$ cat config.mk
export PLATFORM = sky130hd
export DESIGN_NAME = urp_ctrl
export DESIGN_NICKNAME = d
export VERILOG_FILES = /design/src/design/urp_pkg.sv /design/src/design/urp_ctrl.sv
export VERILOG_INCLUDE_DIRS = /design/src /design/src/design
export SDC_FILE = /design/constraint.sdc
export NUM_CORES = 1
export LEC_CHECK = 0
export CAP_MARGIN = 25
export CORE_MARGIN = 2
export CORE_UTILIZATION = 45
export CTS_CLUSTER_SIZE = 20
export DETAILED_ROUTE_END_ITERATION = 7
export DONT_BUFFER_PORTS = 1
export PLACE_DENSITY = 0.62
export SLEW_MARGIN = 20
export SYNTH_ARGS = -nofsm -noshare
export SYNTH_HDL_FRONTEND = slang
export SYNTH_SLANG_ARGS = --single-unit
$ cat constraint.sdc
create_clock -name clk -period 3.1 [get_ports clk]
set_input_delay 0.31 -clock clk [delete_from_list [all_inputs] [get_ports clk]]
set_output_delay 0.31 -clock clk [all_outputs]
set_load 0.1 [all_outputs]
$ cat src/design/user_based_rating_predictor_defines.svh
// ----------------------------------------------------------------------------
// Assertion macros for the user based rating predictor
// Immediate-implication and next-cycle-implication checks on clk, off in rst.
// ----------------------------------------------------------------------------
`ifndef USER_BASED_RATING_PREDICTOR_DEFINES_SVH
`define USER_BASED_RATING_PREDICTOR_DEFINES_SVH

`ifndef SYNTH
`define URP_ASSERT_IMP(lbl, ante, cons, msg) \
  lbl: assert property (@(posedge clk) disable iff (rst) (ante) |-> (cons)) else $error(msg);
`define URP_ASSERT_NXT(lbl, ante, cons, msg) \
  lbl: assert property (@(posedge clk) disable iff (rst) (ante) |=> (cons)) else $error(msg);
`else
`define URP_ASSERT_IMP(lbl, ante, cons, msg)
`define URP_ASSERT_NXT(lbl, ante, cons, msg)
`endif

`endif

$ cat src/design/urp_pkg.sv
// ----------------------------------------------------------------------------
// urp_pkg
// Types, constants and control structs of the user based rating predictor.
// ----------------------------------------------------------------------------
`timescale 1ns / 1ps

package urp_pkg;

  localparam int MAX_USERS = 64;
  localparam int MAX_ITEMS = 64;
  localparam int UW        = $clog2(MAX_USERS);
  localparam int IW        = $clog2(MAX_ITEMS);
  localparam int AW        = UW + IW;

  localparam logic [1:0] CFG_NUM_USERS = 2'd0;
  localparam logic [1:0] CFG_NUM_ITEMS = 2'd1;

  localparam logic [1:0] ST_PREDICTED = 2'd0;
  localparam logic [1:0] ST_RATED     = 2'd1;
  localparam logic [1:0] ST_NO_NEIGH  = 2'd2;

  typedef struct packed {
    logic [7:0] rating;
    logic       missing;
  } in_t;

  typedef struct packed {
    logic [5:0]  item_index;
    logic [15:0] score;
    logic [1:0]  status;
    logic        last_result;
  } out_t;

  typedef enum logic [4:0] {
    S_LOAD, S_SIM_START, S_SIM_ACC, S_SIM_DRAIN, S_SQRT_GO, S_SQRT_WAIT,
    S_DIV_GO, S_DIV_WAIT, S_SIM_WR, S_SC_TGT, S_SC_CHK_TGT, S_SC_ACC,
    S_SC_DRAIN, S_SC_CHK_DEN, S_SC_DIV_GO, S_SC_DIV_WAIT
  } state_t;

  typedef struct packed {
    logic          load_we;
    logic          tgt_we;
    logic [UW-1:0] user;
    logic [IW-1:0] item;
    logic          clr_d;
    logic          acc_sim;
    logic          sqrt_start;
    logic          div_start;
    logic          div_sel;
    logic          sim_we;
    logic          clr_sc;
    logic          acc_sc;
    logic          emit;
    logic [1:0]    emit_status;
    logic          emit_last;
  } cmd_t;

  typedef struct packed {
    logic tgt_missing;
    logic sqrt_done;
    logic div_done;
    logic den_zero;
  } stat_t;

endpackage

$ cat src/design/urp_ctrl.sv
// ----------------------------------------------------------------------------
// urp_ctrl
// Configuration registers, load counters and the compute sequencer.
// ----------------------------------------------------------------------------
`timescale 1ns / 1ps
`include "user_based_rating_predictor_defines.svh"

module urp_ctrl (
  input  logic           clk,
  input  logic           rst,
  input  logic           start,
  output logic           busy,
  input  logic           cfg_valid,
  output logic           cfg_ready,
  input  logic [1:0]     cfg_index,
  input  logic [6:0]     cfg_data,
  input  urp_pkg::stat_t stat,
  output urp_pkg::cmd_t  cmd
);

  urp_pkg::state_t state, state_next;
  logic [urp_pkg::UW-1:0] u, u_next;
  logic [urp_pkg::IW-1:0] j, j_next;
  logic [6:0] num_users;
  logic [6:0] num_items;
  logic [6:0] cfg_clamped;
  logic       last_u;
  logic       last_j;
  logic       cfg_wr;

  assign busy      = (state != urp_pkg::S_LOAD);
  assign cfg_ready = !busy;
  assign cfg_wr    = cfg_valid && cfg_ready;
  assign last_u    = (7'(u) == num_users - 7'd1);
  assign last_j    = (7'(j) == num_items - 7'd1);

  always_comb begin
    cfg_clamped = cfg_data;
    if (cfg_index == urp_pkg::CFG_NUM_USERS) begin
      if (cfg_clamped < 7'd2) cfg_clamped = 7'd2;
      if (cfg_clamped > 7'(urp_pkg::MAX_USERS)) cfg_clamped = 7'(urp_pkg::MAX_USERS);
    end else begin
      if (cfg_clamped < 7'd1) cfg_clamped = 7'd1;
      if (cfg_clamped > 7'(urp_pkg::MAX_ITEMS)) cfg_clamped = 7'(urp_pkg::MAX_ITEMS);
    end
  end

  always_ff @(posedge clk) begin
    if (rst) begin
      state     <= urp_pkg::S_LOAD;
      u         <= '0;
      j         <= '0;
      num_users <= 7'd64;
      num_items <= 7'd64;
    end else begin
      state <= state_next;
      u     <= u_next;
      j     <= j_next;
      // A write to either count register discards any partial matrix.
      if (cfg_wr) begin
        if (cfg_index == urp_pkg::CFG_NUM_USERS) begin
          u         <= '0;
          j         <= '0;
          num_users <= cfg_clamped;
        end else if (cfg_index == urp_pkg::CFG_NUM_ITEMS) begin
          u         <= '0;
          j         <= '0;
          num_items <= cfg_clamped;
        end
      end
    end
  end

  always_comb begin
    state_next = state;
    u_next     = u;
    j_next     = j;
    cmd        = '0;
    cmd.user   = u;
    cmd.item   = j;
    cmd.emit_last = last_j;
    unique case (state)
      urp_pkg::S_LOAD: begin
        if (start) begin
          cmd.load_we = 1'b1;
          cmd.tgt_we  = (u == '0);
          if (last_j) begin
            j_next = '0;
            if (last_u) begin
              u_next     = urp_pkg::UW'(1);
              state_next = urp_pkg::S_SIM_START;
            end else begin
              u_next = u + urp_pkg::UW'(1);
            end
          end else begin
            j_next = j + urp_pkg::IW'(1);
          end
        end
      end
      urp_pkg::S_SIM_START: begin
        cmd.clr_d  = 1'b1;
        j_next     = '0;
        state_next = urp_pkg::S_SIM_ACC;
      end
      urp_pkg::S_SIM_ACC: begin
        cmd.acc_sim = 1'b1;
        if (last_j) begin
          j_next     = '0;
          state_next = urp_pkg::S_SIM_DRAIN;
        end else begin
          j_next = j + urp_pkg::IW'(1);
        end
      end
      urp_pkg::S_SIM_DRAIN: state_next = urp_pkg::S_SQRT_GO;
      urp_pkg::S_SQRT_GO: begin
        cmd.sqrt_start = 1'b1;
        state_next     = urp_pkg::S_SQRT_WAIT;
      end
      urp_pkg::S_SQRT_WAIT: begin
        if (stat.sqrt_done) state_next = urp_pkg::S_DIV_GO;
      end
      urp_pkg::S_DIV_GO: begin
        cmd.div_start = 1'b1;
        state_next    = urp_pkg::S_DIV_WAIT;
      end
      urp_pkg::S_DIV_WAIT: begin
        if (stat.div_done) state_next = urp_pkg::S_SIM_WR;
      end
      urp_pkg::S_SIM_WR: begin
        cmd.sim_we = 1'b1;
        j_next     = '0;
        if (last_u) begin
          u_next     = '0;
          state_next = urp_pkg::S_SC_TGT;
        end else begin
          u_next     = u + urp_pkg::UW'(1);
          state_next = urp_pkg::S_SIM_START;
        end
      end
      urp_pkg::S_SC_TGT: begin
        cmd.clr_sc = 1'b1;
        state_next = urp_pkg::S_SC_CHK_TGT;
      end
      urp_pkg::S_SC_CHK_TGT: begin
        if (!stat.tgt_missing) begin
          cmd.emit        = 1'b1;
          cmd.emit_status = urp_pkg::ST_RATED;
          u_next          = '0;
          j_next          = last_j ? '0 : j + urp_pkg::IW'(1);
          state_next      = last_j ? urp_pkg::S_LOAD : urp_pkg::S_SC_TGT;
        end else begin
          u_next     = urp_pkg::UW'(1);
          state_next = urp_pkg::S_SC_ACC;
        end
      end
      urp_pkg::S_SC_ACC: begin
        cmd.acc_sc = 1'b1;
        if (last_u) begin
          state_next = urp_pkg::S_SC_DRAIN;
        end else begin
          u_next = u + urp_pkg::UW'(1);
        end
      end
      urp_pkg::S_SC_DRAIN: state_next = urp_pkg::S_SC_CHK_DEN;
      urp_pkg::S_SC_CHK_DEN: begin
        if (stat.den_zero) begin
          cmd.emit        = 1'b1;
          cmd.emit_status = urp_pkg::ST_NO_NEIGH;
          u_next          = '0;
          j_next          = last_j ? '0 : j + urp_pkg::IW'(1);
          state_next      = last_j ? urp_pkg::S_LOAD : urp_pkg::S_SC_TGT;
        end else begin
          state_next = urp_pkg::S_SC_DIV_GO;
        end
      end
      urp_pkg::S_SC_DIV_GO: begin
        cmd.div_start = 1'b1;
        cmd.div_sel   = 1'b1;
        state_next    = urp_pkg::S_SC_DIV_WAIT;
      end
      urp_pkg::S_SC_DIV_WAIT: begin
        if (stat.div_done) begin
          cmd.emit        = 1'b1;
          cmd.emit_status = urp_pkg::ST_PREDICTED;
          u_next          = '0;
          j_next          = last_j ? '0 : j + urp_pkg::IW'(1);
          state_next      = last_j ? urp_pkg::S_LOAD : urp_pkg::S_SC_TGT;
        end
      end
      default: state_next = urp_pkg::S_LOAD;
    endcase
  end

  `URP_ASSERT_NXT(a_end_of_load, start && !busy && last_u && last_j && !cfg_wr, state == urp_pkg::S_SIM_START, "last rating did not start the compute pass")
  `URP_ASSERT_NXT(a_cfg_rewind, cfg_wr && (cfg_index == urp_pkg::CFG_NUM_USERS || cfg_index == urp_pkg::CFG_NUM_ITEMS), u == '0 && j == '0, "register write did not rewind the load position")
  `URP_ASSERT_IMP(a_user_range, state == urp_pkg::S_SC_ACC || state == urp_pkg::S_SIM_ACC, 7'(u) < num_users && u != '0, "neighbour index out of range")

endmodule

==> qor.yml <==
outcome:
  status: "complete, no violations"
synth:
  syn_area_mm2: 0.00230
  yosysMostFrequentCell: "nor2_1"
  ys_top_cells_by_count: "nor2_1, dfxtp_1, nor3_1"
  synth_top_area_share_pct: 26.1
  ys_warn_count: 0
  synth-main-ff-cell: "dfxtp_1"
  async_flop_share_pct: 0
  yosysUniqueCellTypes: 60
  seq_area_frac_synth_pct: 26.1
  synth_seq_cells: 30
  synth_edf_count: 0
  ys_top_cells_by_area: "dfxtp_1, nor2_1, mux2i_1"
  postSynthCellCount: 300
  syn_area_per_cell_um2: 7.67
  synth_top_area_cell: "dfxtp_1"
  syn-num-nets: 324
setup_path:
  cp.arrival_ns: 2.43
  worstPathRequired_ns: 2.79
  cp-start-kind: "flip-flop"
  worst-setup-path-type: "reg2out"
  worstSetupEndpointType: "output pin"
  r2r_slack_ns: 0.46
  critPathMaxFanout: 7
die:
  die_h_um: 75.5
  io-pin-count: 45
  core_mm2: 0.00501
  initial_utilization_pct: 46.0
  fp.dieW_um: 75.5
  dieArea_mm2: 0.00570
  num_rows: 26
global_routing:
  antenna_found_initial: 0
  grt_max_degree: 24
  track_usage_pct: 22.1
  grt_pass1_vias: 2009
  gr-total-overflow: 0
  grt_first_pass_wirelength_um: 9630
drt:
  drt_iter0_drc: 139
  ant_nets: 0
  post-route-drc-count: 0
  dr.pass1.iters: 4
  routed_wl_um: 5940
  vias: 2192
  post_drt_wl_per_cell_um: 15.2
  via_per_inst: 5.61
sta:
  drv_slew: 0
  finalCritPeriodShare_pct: 88.4
  fin_skew_ns: 0.00441
  tightest_slew_ns: 0.594
  setup_tns_ns: 0
  fmaxAchievable_mhz: 365
  slew_headroom_pct: 60.2
  layout_min_cycle_time_ns: 2.74
  finalSetupViolCount: 0
  rsz0062_at_grt: "no"
  hold_violations: 0
placed_design:
  numPortBuffers: 0
  dpl.hpwl_um: 4380
  routabilityCongestion: 0.812
  placed_area_mm2: 0.00261
layout:
  num-fill-cells: 499
  layout-drive-gt1-share_pct: 19.6
  post-route-util_pct: 53.9
  register_area_um2: 601
  final_nets: 344
  area_delta_synth_final_pct: 17.4
  fin_area_mm2: 0.00270
  antennaDiodeCount: 0
  multi_input_area_mm2: 0.00161
cts:
  cts.path.max_buffers: 2
  cts_root_buf: "clkbuf_8"
  cts-buffers-inserted: 5
  cts_setup_buffers: 0
  ctsHoldBuffers: 0
  clock-sinks: 30
  cts_tree: "built"
  path_clk_slew_ns: 0.06
  clk-insertion-delay-late_ns: 0.29
  cts_resized: 0
  htreeDepth: 2
worst_hold_path:
  min_path_type: "in2reg"
power_and_ir_drop:
  ir_worst_vdd_mv: 0.376
  power_density_mw_per_mm2: 309
  power.leakage_nw: 1.13
job:
  maxCapViolations: 0
[routing by layer]
| layer | vias to the layer above | track usage, % | routed length [um] | part of all wire [%] |
|---|---|---|---|---|
| met5 | - | 0 | 0 | 0 |
| met4 | 0 | 6.63 | 70 | 1.2 |
| met3 | 7 | 4.76 | 302 | 5.1 |
| met2 | 52 | 34.3 | 2650 | 45 |
| met1 | 1006 | 31.0 | 2910 | 49 |
| li1 | 1127 | - | - | - |
[flip-flops by register name (all words and copies together), names as in the netlist]
name / flops
j: 6
num_items: 7
num_users: 7
state: 4
u: 6
[cell families after synthesis]
kind of cell    synth area share [%]
flops                           26.1
compound gates                  26.2
xor+xnor                        5.71
mux                             4.78
simple gates                    26.8
buf+inv                         6.58
fa+ha+maj                       3.80
[final cells by class]
type                            count  share of cell area, %
Multi-Input combinational cell    234                   59.5
Clock buffer                        6                   3.06
Timing Repair Buffer               32                   8.89
Clock inverter                      2                  0.463
Tap cell                           70                   3.24
Sequential cell                    30                   22.2
Inverter                           17                   2.64
[critical path, cell delays in order (launching register included)]
cell	delay, ns
dfxtp_1	0.40
inv_1	0.06
ha_1	0.26
xnor2_1	0.15
a21o_1	0.18
o21ai_0	0.34
nand3_2	0.25
inv_2	0.17
buf_4	0.31
[stage by stage]
stage | instances | worst slack, ns | hold WS, ns | power, mW
after floorplan | 300 | 0.00255 | 0.448 | 0.494
after global placement | 383 | 0.628 | 0.387 | 0.505
after detailed placement | 383 | 0.520 | 0.387 | 0.507
after CTS | 391 | 0.391 | 0.0814 | 0.842
after global routing | 391 | 0.160 | 0.0767 | 0.868
final | 391 | 0.358 | 0.0913 | 0.835
[layout by cell type (no fill, tap or decap), drive strengths merged, types with 2 or more instances in the layout]
cell type	instances
xor2	6
mux2i	11
a31oi	4
nand4	2
o22ai	3
a22oi	3
or2	2
a211oi	3
or3	2
o21a	2
clkbuf	6
a21oi	12
a41oi	5
nor2b	7
nand2b	6
a2111oi	2
o211a	4
inv	15
nand2	15
clkinvlp	3
nor4	3
nor2	43
and2	4
o21ai	11
a21o	7
nor3	18
ha	7
xnor2	9
nand3	12
o211ai	4
and3	5
buf	32
dfxtp	30
a311oi	6
o32ai	2
[report_power, final]
group	internal (mW)	total [mW]	switching, mW
logic	0.0340	0.101	0.0669
clock network	0.178	0.337	0.159
registers	0.392	0.397	0.00580
[path summary, 6_finish.rpt]
path	from	end	cells past startpoint
max	num_items[0]$_SDFFE_PP0P_	cmd[0]	8
min	rst	num_items[1]$_SDFFE_PP0P_	1
max reg2reg	num_users[0]$_SDFFE_PP0P_	u[0]$_SDFF_PP0_	13
min reg2reg	num_items[6]$_SDFFE_PP1P_	num_items[6]$_SDFFE_PP1P_	2
(Power assumes the default switching activity.)
